==> src/rtl/sensor_compensation_engine_core_defines.svh <==
// Assertion macros shared by the RTL
`ifndef SENSOR_COMPENSATION_ENGINE_CORE_DEFINES_SVH
`define SENSOR_COMPENSATION_ENGINE_CORE_DEFINES_SVH

// same-cycle implication, sampled on i_clk, off during reset
`define SCE_ASSERT_IMP(label, ante, cons, msg) \
    label: assert property (@(posedge i_clk) disable iff (!i_rst_n) \
        (ante) |-> (cons)) else $error(msg);

// next-cycle implication, sampled on i_clk, off during reset
`define SCE_ASSERT_NXT(label, ante, cons, msg) \
    label: assert property (@(posedge i_clk) disable iff (!i_rst_n) \
        (ante) |=> (cons)) else $error(msg);

`endif

==> src/rtl/sce_mul.sv <==
// 64 x 64 multiplier, low 64 bits of the product, built from one
// 32 x 32 multiplier; o_done pulses when o_prod is valid.
module sce_mul (
    input  logic        i_clk,
    input  logic        i_rst_n,
    input  logic        i_start,
    input  logic [63:0] i_a,
    input  logic [63:0] i_b,
    output logic        o_done,
    output logic [63:0] o_prod
);

    logic        r_busy;
    logic        r_done;
    logic [1:0]  r_step;
    logic [63:0] r_a;
    logic [63:0] r_b;
    logic [63:0] r_acc;
    logic [31:0] w_x;
    logic [31:0] w_y;
    logic [63:0] w_p;

    // partial product select: lo*lo, lo*hi, hi*lo
    always_comb begin
        w_x = (r_step == 2'd2) ? r_a[63:32] : r_a[31:0];
        w_y = (r_step == 2'd1) ? r_b[63:32] : r_b[31:0];
        w_p = w_x * w_y;
    end

    // control
    always_ff @(posedge i_clk) begin
        if (!i_rst_n) begin
            r_busy <= 1'b0;
            r_done <= 1'b0;
            r_step <= 2'd0;
        end else begin
            r_done <= 1'b0;
            if (i_start) begin
                r_busy <= 1'b1;
                r_step <= 2'd0;
            end else if (r_busy) begin
                r_step <= r_step + 2'd1;
                if (r_step == 2'd2) begin
                    r_busy <= 1'b0;
                    r_done <= 1'b1;
                end
            end
        end
    end

    // operands and accumulator
    always_ff @(posedge i_clk) begin
        if (i_start) begin
            r_a <= i_a;
            r_b <= i_b;
        end else if (r_busy) begin
            case (r_step)
                2'd0: begin
                    r_acc <= w_p;
                end
                2'd1, 2'd2: begin
                    r_acc <= r_acc + {w_p[31:0], 32'b0};
                end
                default: begin
                    r_acc <= r_acc;
                end
            endcase
        end
    end

    assign o_done = r_done;
    assign o_prod = r_acc;

endmodule

==> config.mk <==
export PLATFORM = sky130hd
export DESIGN_NAME = sce_mul
export DESIGN_NICKNAME = d
export VERILOG_FILES = /design/src/rtl/sensor_compensation_engine_core_defines.svh /design/src/rtl/sce_mul.sv
export SDC_FILE = /design/constraint.sdc
export NUM_CORES = 2
export LEC_CHECK = 0
export BUFFER_PORTS_ARGS = -buffer_cell sky130_fd_sc_hd__buf_4
export CAP_MARGIN = 20
export CORE_UTILIZATION = 45
export CTS_CLUSTER_SIZE = 8
export DETAILED_ROUTE_END_ITERATION = 7
export PLACE_DENSITY = 0.59
export SETUP_SLACK_MARGIN = 0.4
export SLEW_MARGIN = 10
export SYNTH_ARGS = -nofsm -noshare
export SYNTH_HDL_FRONTEND = slang
export SYNTH_SLANG_ARGS = --single-unit
==> constraint.sdc <==
create_clock -name i_clk -period 12.6 [get_ports i_clk]
set_clock_uncertainty 0.1 [all_clocks]
set_input_delay 0 -clock i_clk [delete_from_list [all_inputs] [get_ports i_clk]]
set_output_delay 0 -clock i_clk [all_outputs]
set_load 0.05 [all_outputs]
==> flow_summary.yaml <==
route:
  drc: 0
  firstDrtPassIters: 5
  drt_iter0_drc: 2740
  drt.antenna.violating_nets: 0
  via_count: 31060
  routedWlPerCell_um: 22.87
  viasPerCell: 5.444
  wirelength_um: 130500
sta:
  fin_setup_tns_ns: 0
  final-setup-viol-count: 0
  post-route-period-util: 0.8401
  tightest_slew_ns: 1.172
  grt_setup_unrepaired: "no"
  hold_violations: 0
  max_freq_mhz: 94.47
  drv_slew: 0
  min_period_ns: 10.59
  slew_headroom: 0.1966
die:
  core_area_um2: 90290
  die_h_um: 304.5
  ioPinCount: 196
  num_rows: 110
  die_area_um2: 92720
  initial_core_util: 0.4561
  fp.dieW_um: 304.5
finish:
  layout-area-overhead-vs-synth_pct: 11.37
  drive_gt1_frac: 0.08900
  fin_nets: 5842
  final_util: 0.5079
setup_path:
  required_ns: 12.87
  slowest_stage: "mux2_2"
  timing.critical_path.mode_cell: "fa_1"
  start_kind: "flip-flop"
  worst-path-stages: 26
  crit_path_max_fanout: 40
  cp.arrival_ns: 10.85
  reg2reg_to: "o_prod[62]"
  critPathBufInv: 5
  path_class: "flip-flop to flip-flop"
  ff2ff_path_depth: 26
  critPathMaxStageDelay_ns: 0.88
  reg2reg_from: "r_step[0]"
  endpoint: "o_prod[62]"
  critPathTopFamily: "adder cells"
  setup.worst_path.start: "r_step[0]"
  end_kind: "flip-flop"
  reg2reg_slack_ns: 2.01
yosys:
  synthesis.nets: 5642
  synth_commonest_cells: "fa_1 (897), inv_1 (883), nand2_1 (723)"
  yosys_warnings: 0
  synth_top_area_frac: 0.4361
  syn_area_um2: 41180
  synthMostInstantiatedCell: "fa_1"
  yosysSeqAreaShare: 0.1420
  ys_types: 79
  synth_largest_area_cell: "fa_1"
  synth_top_flop_cell: "edfxtp_1"
  avgSynthCellArea_um2: 9.543
  synth-seq-cells: 196
  synth_edf_count: 192
  yosys-top-cells-area: "fa_1 (44%), edfxtp_1 (14%), ha_1 (9.1%), inv_1 (8.0%), nand2_1 (6.6%)"
  synthArstFlopShare: 0
  netlist_instances: 4315
clock_tree:
  postCtsSetupBuffers: 0
  cts_buffers: 17
  cts-root-buf: "clkbuf_16"
  cts_tree: "built"
  clk-insertion-delay-late_ns: 0.52
  cts_resized: 0
  htreeDepth: 4
  clock_path_buffers: 2
  cts_hold_buf: 130
  clk_pin_slew_ns: 0.09
  cts_sinks: 196
global_routing:
  antenna_found_initial: 1
  grt_most_used_layer: "met2"
  grt_pass1_wl_um: 199100
  use_met2: 0.4484
  grt.met3_usage: 0.05827
  grt.overflow.total: 0
  grt_max_degree: 71
  grt_pass1_vias: 32270
  track_usage: 0.2888
  gr-usage-met1: 0.4058
hold_path:
  min_from: "i_b[62]"
  hp-class: "primary input to flip-flop"
run:
  cap_violations: 0
run_status:
  status: "completed"
placement:
  dp_hpwl_um: 104900
  gp_congestion: 0.9828
  portBuffers: 195
==> how the worst min path moves through the flow <==
stage                     cells after the start  endpoint  slack [ns]
after global routing                          2   r_b[62]        0.07
after floorplan                               0    r_a[0]      -0.001
after global placement                        1   r_a[24]        0.08
final                                         2   r_b[62]        0.09
after detailed placement                      1   r_b[42]        0.08
after CTS                                     2   r_b[32]        0.06
==> stage by stage <==
step	setup slack, ns	hold slack, ns	instance area [um^2]	std cells
after floorplan	3.126	-0.001131	41180	4315
after global placement	2.130	0.07790	43900	5541
after detailed placement	2.115	0.07924	43910	5542
after CTS	2.082	0.06233	45860	5704
after global routing	1.625	0.07456	45860	5704
final	2.014	0.09354	45860	5705
==> sequential cells by signal, summed over array words and instances, names as in the netlist <==
signal	flops
r_step	2
r_a	64
r_b	64
r_busy	1
o_done	1
o_prod	64
==> routing by layer <==
layer	part of all wire	wire length, um
met5	0	0
met3	0.087	11300
met1	0.43	55460
met2	0.46	59580
met4	0.032	4129
==> cell type report <==
cell class | instances | area, um^2
inverter | 884 | 3318
sequential | 196 | 5846
clock inverter | 15 | 217.7
tap | 1176 | 1471
timing repair buffer | 388 | 3242
fill | 8412 | 44430
multi-input combinational | 3028 | 31340
antenna | 1 | 2.502
clock buffer | 17 | 425.4
==> cell families (layout without fill, tap and decap cells) <==
kind of cell | count (synthesis) | count (layout) | share of synthesized area
muxes | 122 | 122 | 0.03166
buffers and inverters | 1091 | 1304 | 0.09982
and+or+nand+nor | 1298 | 1298 | 0.1281
other | 0 | 1 | 0
DFF | 196 | 196 | 0.1420
xor gates and xnor gates | 86 | 86 | 0.01829
AOI/OAI and AO/OA | 326 | 326 | 0.05321
adders and majority gates | 1196 | 1196 | 0.5270
==> layout by cell type, fill, tap and decap left out, types with 40 or more instances in the layout <==
cell type	Yosys	routed
fa_1	897	897
inv_1	883	883
nand2_1	723	723
nor2_1	410	410
ha_1	299	297
buf_4	2	257
edfxtp_1	192	192
dlygate4sd3_1	0	130
a21oi_1	107	107
mux2_2	66	66
o21ai_0	57	57
xnor2_1	55	55
and2_1	51	51
a21o_1	44	44
mux2i_1	56	40
Power is left out: the tool's default activity adds up to more than one toggle a clock period on the data nets, which glitch-free logic cannot reach.
