## config.mk

```make
export PLATFORM = sky130hd
export DESIGN_NAME = sce_div
export DESIGN_NICKNAME = d
export VERILOG_FILES = /design/src/rtl/sensor_compensation_engine_core_defines.svh /design/src/rtl/sce_div.sv
export SDC_FILE = /design/constraint.sdc
export NUM_CORES = 1
export LEC_CHECK = 0
export ABC_CLOCK_PERIOD_IN_PS = 4300
export BUFFER_PORTS_ARGS = -buffer_cell sky130_fd_sc_hd__clkbuf_2
export CELL_PAD_IN_SITES_DETAIL_PLACEMENT = 0
export CELL_PAD_IN_SITES_GLOBAL_PLACEMENT = 1
export CORE_AREA = 5 5 166 248
export CTS_BUF_LIST = sky130_fd_sc_hd__clkbuf_16
export DETAILED_ROUTE_END_ITERATION = 10
export DIE_AREA = 0 0 171 253
export GPL_TIMING_DRIVEN = 0
export PLACE_DENSITY = 0.83
export SLEW_MARGIN = 10
export SYNTH_ARGS = -nofsm -noshare
export SYNTH_HDL_FRONTEND = slang
export SYNTH_SLANG_ARGS = --single-unit
```

## constraint.sdc

```tcl
create_clock -name i_clk -period 4.3 [get_ports i_clk]
set_input_delay 0.86 -clock i_clk [delete_from_list [all_inputs] [get_ports i_clk]]
set_output_delay 0.86 -clock i_clk [all_outputs]
set_load 0.02 [all_outputs]
```

## src/rtl/sensor_compensation_engine_core_defines.svh

```systemverilog
// Assertion macros shared by the RTL
`ifndef SENSOR_COMPENSATION_ENGINE_CORE_DEFINES_SVH
`define SENSOR_COMPENSATION_ENGINE_CORE_DEFINES_SVH

// same-cycle implication, sampled on i_clk, off during reset
`define SCE_ASSERT_IMP(label, ante, cons, msg) \
    label: assert property (@(posedge i_clk) disable iff (!i_rst_n) \
        (ante) |-> (cons)) else $error(msg);

// next-cycle implication, sampled on i_clk, off during reset
`define SCE_ASSERT_NXT(label, ante, cons, msg) \
    label: assert property (@(posedge i_clk) disable iff (!i_rst_n) \
        (ante) |=> (cons)) else $error(msg);

`endif

```

## src/rtl/sce_div.sv

```systemverilog
// Signed 64 / 64 divider, truncating, one quotient bit a cycle.
// The divisor must be non-zero; most negative / -1 wraps to most negative.
module sce_div (
    input  logic        i_clk,
    input  logic        i_rst_n,
    input  logic        i_start,
    input  logic [63:0] i_num,
    input  logic [63:0] i_den,
    output logic        o_done,
    output logic [63:0] o_quo
);

    logic        r_busy;
    logic        r_done;
    logic [5:0]  r_cnt;
    logic        r_neg;
    logic [63:0] r_quo;
    logic [63:0] r_den;
    logic [63:0] r_rem;
    logic [64:0] w_sh;
    logic [64:0] w_diff;

    // one restoring step
    always_comb begin
        w_sh   = {r_rem, r_quo[63]};
        w_diff = w_sh - {1'b0, r_den};
    end

    // control
    always_ff @(posedge i_clk) begin
        if (!i_rst_n) begin
            r_busy <= 1'b0;
            r_done <= 1'b0;
            r_cnt  <= 6'd0;
        end else begin
            r_done <= 1'b0;
            if (i_start) begin
                r_busy <= 1'b1;
                r_cnt  <= 6'd0;
            end else if (r_busy) begin
                r_cnt <= r_cnt + 6'd1;
                if (r_cnt == 6'd63) begin
                    r_busy <= 1'b0;
                    r_done <= 1'b1;
                end
            end
        end
    end

    // magnitudes and shift registers
    always_ff @(posedge i_clk) begin
        if (i_start) begin
            r_neg <= i_num[63] ^ i_den[63];
            r_quo <= i_num[63] ? (64'd0 - i_num) : i_num;
            r_den <= i_den[63] ? (64'd0 - i_den) : i_den;
            r_rem <= 64'd0;
        end else if (r_busy) begin
            r_rem <= w_diff[64] ? w_sh[63:0] : w_diff[63:0];
            r_quo <= {r_quo[62:0], ~w_diff[64]};
        end
    end

    assign o_done = r_done;
    assign o_quo  = r_neg ? (64'd0 - r_quo) : r_quo;

endmodule

```

==> results of run 1 <==
[cell families (layout without fill, tap and decap cells)]
logic type | after synthesis | in the layout | share of synthesized area (%)
AND/OR/NAND/NOR | 568 | 568 | 17.5
AO/OA/AOI/OAI | 532 | 532 | 21.9
XOR/XNOR | 243 | 243 | 13.5
flip-flops | 201 | 201 | 33.8
buffers and inverters | 193 | 459 | 4.67
adder cells (fa/ha/maj) | 69 | 69 | 5.54
multiplexers | 47 | 47 | 3.00
[routing by layer]
metal / vias to the layer above / GRT usage, % / routed length [um]
li1: 7246 / - / -
met4: 0 / 10.9 / 2630
met2: 515 / 42.1 / 26500
met3: 144 / 2.66 / 2690
met5: - / 0 / 0
met1: 7105 / 25.9 / 20000
[where the power goes]
group          internal [mW]  leakage (nW)  switching (mW)
clock                   1.03         0.353           0.812
sequential              2.27          1.86           0.160
combinational          0.832          5.15            1.31
total                   4.14          7.36            2.28
[layout by cell type, fill, tap and decap left out, types with 10 or more instances in the layout]
master                      synthesis  layout
sky130_fd_sc_hd__a211oi_1          45      45
sky130_fd_sc_hd__a21o_1            26      26
sky130_fd_sc_hd__a21oi_1          145     143
sky130_fd_sc_hd__a311oi_1          14      14
sky130_fd_sc_hd__buf_4              1      44
sky130_fd_sc_hd__buf_6              0      10
sky130_fd_sc_hd__clkbuf_1          93      88
sky130_fd_sc_hd__clkbuf_16          0      23
sky130_fd_sc_hd__clkbuf_2           0     175
sky130_fd_sc_hd__dfxtp_1           72      72
sky130_fd_sc_hd__edfxtp_1         129     129
sky130_fd_sc_hd__ha_1              68      67
sky130_fd_sc_hd__inv_1             93      96
sky130_fd_sc_hd__mux2i_1           46      46
sky130_fd_sc_hd__nand2_1          146     139
sky130_fd_sc_hd__nand2b_1          16      14
sky130_fd_sc_hd__nand3_1           23      22
sky130_fd_sc_hd__nand4_1           30      30
sky130_fd_sc_hd__nor2_1           192     189
sky130_fd_sc_hd__nor3_1            25      20
sky130_fd_sc_hd__nor4_1            13      13
sky130_fd_sc_hd__o21a_1            15      15
sky130_fd_sc_hd__o21ai_0          124     119
sky130_fd_sc_hd__o21bai_1          16      16
sky130_fd_sc_hd__o31ai_1           61      55
sky130_fd_sc_hd__o41ai_1           25      19
sky130_fd_sc_hd__or2_2             15      13
sky130_fd_sc_hd__or3_1             40      34
sky130_fd_sc_hd__or4_1             28      22
sky130_fd_sc_hd__or4_4              4      10
sky130_fd_sc_hd__xnor2_1          146     141
sky130_fd_sc_hd__xor2_1            97      93
[how the worst max path moves through the flow]
| stage | startpoint | endpoint | cells past startpoint |
|---|---|---|---|
| 5_1_grt | r_quo[3] | o_quo[63] | 12 |
| 6_report | r_quo[3] | o_quo[63] | 12 |
| 2_1_floorplan | i_den[15] | r_den[61] | 11 |
| 4_1_cts | r_quo[0] | o_quo[57] | 12 |
| 3_3_place_gp | r_den[53] | r_rem[48] | 16 |
| 3_5_place_dp | r_den[53] | r_rem[58] | 16 |
[what timing repair did]
item,4_1_cts,5_1_grt
hold buffers,0,0
resized for setup,79,87
buffers inserted,19,14
pin swaps,14,22
hold endpoints to repair,0,0
setup endpoints to repair,96,68
[metrics by stage]
step | hold WS, ns | setup WS, ns
global route | 0.522 | -0.368
floorplan | 0.454 | 0.140
CTS | 0.506 | -0.324
global placement | 0.466 | -1.13
detailed placement | 0.497 | -1.16
finish | 0.494 | -0.280
[registers in the layout, summed over array words and instances, names as in the netlist]
name / count
r_den: 64
r_quo: 64
r_rem: 64
r_cnt: 6
o_done: 1
r_busy: 1
r_neg: 1
[critical path: cells and delay by family, from the launching register on]
kind            cells  cell delay, ns
compound gates      1            0.24
simple gates        8            2.03
xor+xnor            1            0.16
buf+inv             2            0.36
flops               1            0.39
[final cells by class]
class	count	share of cell area (%)
Clock buffer	23	3.04
Inverter	93	1.86
Sequential cell	201	28.0
Tap cell	500	3.30
Buffer	99	2.10
Timing Repair Buffer	229	7.24
Multi-Input combinational cell	1459	53.9
Clock inverter	15	0.568
==> results.txt, run 1 <==
The first global-routing pass estimated 79.5 mm of wire. The signal on the critical path passes through or3_4 -> or4_4 -> nor2_4 -> nand3_4 -> or2_4 -> or3_4 -> nor2_4 -> nand4_1 -> buf_6 -> o31ai_4 -> xnor2_2 -> clkbuf_8. The last weighted congestion value of the routability-driven placer is roughly 0.93. The worst hold path belongs to the class reg2reg. The top cell type's share of synthesized area is 24.6%.

The run finished, with violations left. The final-layout fill cell count came out at roughly 3700. By instance count, the leading cell after synthesis is sky130_fd_sc_hd__nor2_1. The worst register-to-register path ends at r_rem[63]. The clock tree from TritonCTS is done. The reg-to-reg critical path startpoint is r_quo[63]. The tree is rooted in a sky130_fd_sc_hd__clkbuf_16. For hold timing, the worst endpoint is r_cnt[5].

The number of hold violations in the final report is 0. During synthesis, Yosys emitted a total of 0 warnings. For the worst setup path, the data arrival time is 3.72 ns. The per-cell routed wire length came out at roughly 20 um. The power density over cell area is 339 nW/um^2. The startpoint-to-endpoint class of the critical path is reg2out. The post-detailed-route via-to-cell ratio came out at 5.73. The worst setup path is captured at a primary output. The largest total area in the synthesized netlist belongs to sky130_fd_sc_hd__edfxtp_1.

The count of distinct cell types in the synthesized netlist came out at between 60 and 70. VDD sags by at most roughly 300 uV. Leaving out filler cells and counting taps, the final layout contains 2619. The starting density of the core came out at roughly 40%. The fraction of final layout cells sized beyond drive strength 1 came out at 17.5%.

The number of enable-type register cells in the synthesized netlist came out at 129. The cell area after placement is 17400 sq um. The summed negative setup slack over all endpoints came out at -2.50 ns. Headroom to the max-slew limit came out at 32.8%.

The clock transition time at the flip-flop clock pins of the worst setup and hold paths came out at 0.07 ns. The number of setup violations in the final report came out at 21. The maximum fanout count along the critical path came out at 4. Ranked by instance count, the synthesized netlist is headed by sky130_fd_sc_hd__nor2_1, sky130_fd_sc_hd__nand2_1, sky130_fd_sc_hd__xnor2_1.

The total via count after detailed routing came out at 15010. The transition time at the pin with the least slew margin is roughly 1 ns. STA classifies the critical path startpoint as a flip-flop. The via count of the first global-routing pass is about 15000. The leakage component of the power is 7.36 nW. The count of antenna-violating nets left after detailed routing came out at 0. The number of sinks driven by the clock tree is 201. Row generation in the floorplan step produced 89 rows. The final layout contains 2304 nets. For this block, the initial DRC count from the detailed router was 960. Entering global routing, the biggest net connects 63 pins. Setup repair after global routing could not meet its margin everywhere.

The die area is 43300 sq um. The total power is 6.42 mW. The worst hold path passes through 2 cells. The post-synthesis register bit count came out at 201. The initial antenna violation count came out at 0. The final standard cell utilization of the core is 48.8%.

The worst path in the final design needs a cycle of around 4.6 ns, including I/O delays and setup. The number of buffers inserted during clock tree synthesis is 21. The total area inside the core boundary comes to 38900 sq um. The global-route congestion overflow total is 0. The die width came out at 171 um. The tool flagged a number of max-cap violations equal to 0. In the post-synthesis netlist, the biggest area contributors are sky130_fd_sc_hd__edfxtp_1, sky130_fd_sc_hd__dfxtp_1, sky130_fd_sc_hd__xnor2_1. The placed instance count is 2549.

For this design, the slowest cell found on the critical path is sky130_fd_sc_hd__or4_4. Across all setup checks in the final design, the least slack found is -0.280 ns. The synthesis-to-finish area growth came out at 20.6%.

The multi-input gate area in the final layout came out at roughly 10000 sq um. The synthesized netlist net count is ~2100. The worst stage delay on the critical path came out at 0.52 ns. In this run the count of I/O pins placed on the die edge is 196. The setup skew after layout came out at 0.0165 ns.

The number of levels in the clock H-tree is 1. The number of diodes is 0. The register area share after synthesis is 33.8%.

The post-synthesis async set-or-reset flop share is 0%. The number of buffers added on ports came out at 194. The average cell area after synthesis came out at 8.48 sq um. The final-report max-slew violation count came out at 0.

The synthesized netlist cell count is 1853. The floorplan step set the die height to around 250 um. In this run the cell area of the synthesized design comes to 15700 sq um. The flip-flop cell with the highest count after synthesis is sky130_fd_sc_hd__edfxtp_1. The logic depth of the worst register-to-register path came out at 15. The wire length reported by the detailed router is 51.8 mm.

The clock tree buffer depth is 3. The detailed-route DRC error count came out at 0. The checks that failed: negative setup slack. Clock latency on the worst-skew pair, taken at its later pin, is 0.53 ns. In the final layout, flip-flops and latches occupy 5320 sq um. The first TritonRoute pass finished after 6 iterations. The worst path uses 107% of the clock period. After routing the design area is 19000 sq um. The maximum clock frequency came out at 218 MHz. The worst endpoint required time is 3.44 ns.

The wire-length estimate of the detail-placed layout is 40.7 mm. The critical hold path startpoint is r_cnt[5]. Global routing consumed, over all layers together, 22.8% of the routing resources. The worst setup slack for register-to-register paths came out at 0.24 ns.
No activity file was read; power rests on OpenSTA's default activity.
==> run 2, diff against run 1 <==
--- a/config.mk
+++ b/config.mk
@@ -6,13 +6,13 @@
 export NUM_CORES = 1
 export LEC_CHECK = 0
 export ABC_CLOCK_PERIOD_IN_PS = 4300
-export BUFFER_PORTS_ARGS = -buffer_cell sky130_fd_sc_hd__clkbuf_2
 export CELL_PAD_IN_SITES_DETAIL_PLACEMENT = 0
 export CELL_PAD_IN_SITES_GLOBAL_PLACEMENT = 1
-export CORE_AREA = 5 5 166 248
+export CORE_AREA = 5 5 159 237
 export CTS_BUF_LIST = sky130_fd_sc_hd__clkbuf_16
 export DETAILED_ROUTE_END_ITERATION = 10
-export DIE_AREA = 0 0 171 253
+export DIE_AREA = 0 0 164 242
+export DONT_BUFFER_PORTS = 1
 export GPL_TIMING_DRIVEN = 0
 export PLACE_DENSITY = 0.83
 export SLEW_MARGIN = 10
==> results.txt, run 2 (synthesis gave the netlist of run 1 again) <==
The maximum clock frequency is 223 MHz (+2.2%). The last weighted congestion value of the routability-driven placer came out at 0.934 (+0.64%). The worst hold path belongs to the class in2reg. The number of detailed-routing iterations run before antenna repair came out at 7 (+1). The final critical path time including I/O delays and setup came out at 4.48 ns (-0.0994 ns). The starting density of the core was 44.2% (+3.8 points). The global-route congestion overflow total was 0 (unchanged). The library cell used most frequently in the layout, excluding fill and tap cells, is sky130_fd_sc_hd__nor2_1.

The setup path with the least slack is of type reg2out. The number of setup violations in the final report came out at 9 (-57%). The summed negative setup slack over all endpoints came out at -0.805 ns (+1.70 ns).

The initial antenna violation count came out at 0 (unchanged). The maximum fanout count along the critical path came out at 4 (unchanged). The total power came out at 6.25 mW (-2.6%).

The global-route wire length before repair is 79.1 mm (-0.49%). The number of buffers added on ports was 0 (-100%). The number of rows created at floorplan came to 85 (-4.5%).

The via count of the first global-routing pass came out at 14471 (-4.0%). The setup skew after layout is 0.0118 ns (-0.00475 ns). Traced cell by cell, the critical path runs through or3_4 -> or4_4 -> nor2_4 -> nand3_4 -> or2_4 -> or3_4 -> buf_4 -> o41ai_1 -> xnor2_2. The final-report max-slew violation count is 0 (unchanged).

The wire length on met3 was 3.50 mm (+30%). The clock tree buffer depth was 3 (unchanged). The worst slack at placement came to -0.914 ns (+0.249 ns).

In the layout the commonest cells are sky130_fd_sc_hd__nor2_1, sky130_fd_sc_hd__a21oi_1, sky130_fd_sc_hd__nand2_1. The cell area after placement came out at 16400 sq um (-5.8%). The worst path arrival time came to 3.62 ns (-0.10 ns).

The transition time at the pin with the least slew margin came out at 0.999 ns (+0.000629 ns). The fraction of final layout cells sized beyond drive strength 1 is 9.84% (-7.7 points). The pin count of the biggest net entering global routing came out at 68 (+7.9%).

The per-cell routed wire length came out at 21.5 um (+8.6%). The largest registers in the layout are r_den x64, r_quo x64, r_rem x64. The kind of launch point of the worst setup path is a flip-flop. The part of the cycle the worst path needs is 104% (-2.3 points). The run finished, with violations left.

The count of buffering cells on the critical path with inverters included came out at 1 (-1). The die width came out at 164 um (-4.1%). The switching power total came out at 2.22 mW (-2.7%).

The count of antenna-violating nets left after detailed routing is 0 (unchanged). The total via count after detailed routing came out at 14222 (-5.2%). The total core area was 35500 sq um (-8.6%). The number of buffers inserted during clock tree synthesis came out at 23 (+9.5%). The root buffer cell chosen for the clock tree is sky130_fd_sc_hd__clkbuf_16. The post-DP HPWL is 40.4 mm (-0.74%). The worst endpoint required time is 3.44 ns (about the same).

The detailed-route DRC error count is 0 (unchanged). The cell family contributing the most delay on the critical path is simple AND/OR/NAND/NOR gates. The height of the chip came out at 242 um (-4.3%). The leakage component of the power came out at 6.63 nW (-9.9%).

The switching share of power is 35.5% (-0.038 points). TritonCTS built the clock tree. The number of violations of the max-capacitance limit came out at 0 (unchanged). The met2 wire length came out at 27.1 mm (+2.1%).

The met1 routed wirelength after detailed routing is 19.0 mm (-5.1%). The synthesis-to-finish area growth is 14.9%. The number of levels in the clock H-tree came out at 1 (unchanged). The power density over cell area was 346 nW/um^2 (+2.3%). Setup repair after global routing could not meet its margin everywhere. The cell internal power dissipation is 4.03 mW (-2.5%). The post-detailed-route via-to-cell ratio is 5.90 (+3.0%). The number of design-rule violations left by the first detailed-router iteration came to 884 (-7.9%). The worst max-slew margin expressed relative to the limit was 32.8% (-0.042 points). The number of diodes came out at 0 (unchanged).

The peak supply drop came out at 240 uV (-19%). The number of nets in the layout is 2114 (-8.2%). The worst stage delay on the critical path is 0.52 ns (about the same). The clock transition time at the flip-flop clock pins of the worst setup and hold paths is 0.06 ns (about the same). The overall global routing resource usage came out at 25.0% (+2.1 points).

The slowest library cell on the worst path is sky130_fd_sc_hd__or4_4. The finished layout cell area is 18100 sq um (-4.7%). The worst setup path is captured at a primary output.

The cell that appears most often on the critical path is sky130_fd_sc_hd__or3_4. The top routing layer in use is met4. The final standard cell utilization of the core is 50.8% (+2.1 points). The number of hold violations in the final report is 0 (unchanged). The combinational fraction of design power is 30.5% (-2.9 points). The die area came to 39700 sq um (-8.3%).

The fraction of power consumed by sequential logic came out at 39.1% (+1.2 points). The number of sinks driven by the clock tree was 201 (unchanged). The count of pins on the block boundary is 196 (unchanged). The worst setup margin is -0.181 ns (+0.0994 ns). The clock latency reported for the late side of the worst-skew pair came out at 0.54 ns (about the same).

The clock power share is 30.4% (+1.7 points). The wire length reported by the detailed router is 51.8 mm (about the same). The final-layout fill cell count came to 3391 (-9.2%). The checks that failed: negative setup slack.
==> run 2: cell count changes in the layout (fill, tap and decap cells not counted), sizes merged <==
| cell | previous run | this run |
|---|---|---|
| clkbuf | 291 | 116 |
| buf | 60 | 45 |
| bufinv | 1 | 0 |
| clkinv | 7 | 8 |
| clkinvlp | 1 | 2 |
| inv | 99 | 100 |
==> run 2: through the flow <==
stage,instances,hold slack [ns]
5_1_grt,2409,0.405
3_3_place_gp,2331,0.466
3_5_place_dp,2332,0.488
4_1_cts,2394,0.399
6_report,2409,0.421
2_1_floorplan,1853,0.454
==> run 2: power groups by stage <==
stage / combinational, mW / sequential (mW) / clock (mW)
after global placement: 1.73 / 2.46 / 0
after detailed placement: 1.75 / 2.46 / 0
after global routing: 2.08 / 2.46 / 2.01
after CTS: 1.84 / 2.43 / 1.95
final: 1.91 / 2.44 / 1.90
after floorplan: 1.38 / 2.41 / 0
==> run 2: worst paths after layout <==
path | from | endpoint | depth (start not counted) | slack (ns)
worst min register to register | r_cnt[5] | r_cnt[5] | 2 | 0.49
worst max register to register | r_quo[63] | r_rem[56] | 15 | 0.20
worst min-delay path | i_den[0] | r_den[0] | 0 | 0.42
worst max-delay path | r_quo[4] | o_quo[49] | 9 | -0.18
==> run 2: layout make-up <==
cell class	instances	area, sq um	share of cell area [%]
Buffer	99	395	2.19
Clock buffer	25	626	3.46
Clock inverter	17	101	0.561
Inverter	93	349	1.93
Multi-Input combinational cell	1459	10400	57.4
Sequential cell	201	5320	29.4
Tap cell	478	598	3.31
Timing Repair Buffer	37	305	1.69
==> run 2: timing repair <==
action	CTS	global route
pin swaps	14	21
setup endpoints to repair	94	81
hold buffers	0	0
resized for setup	78	48
buffers inserted	20	16
hold endpoints to repair	0	0
==> run 2: routing by layer <==
layer | global-route usage, % | up-vias
met5 | 0 | -
met4 | 10.6 | 0
met3 | 4.66 | 135
met2 | 46.9 | 478
met1 | 26.9 | 6719
li1 | - | 6890
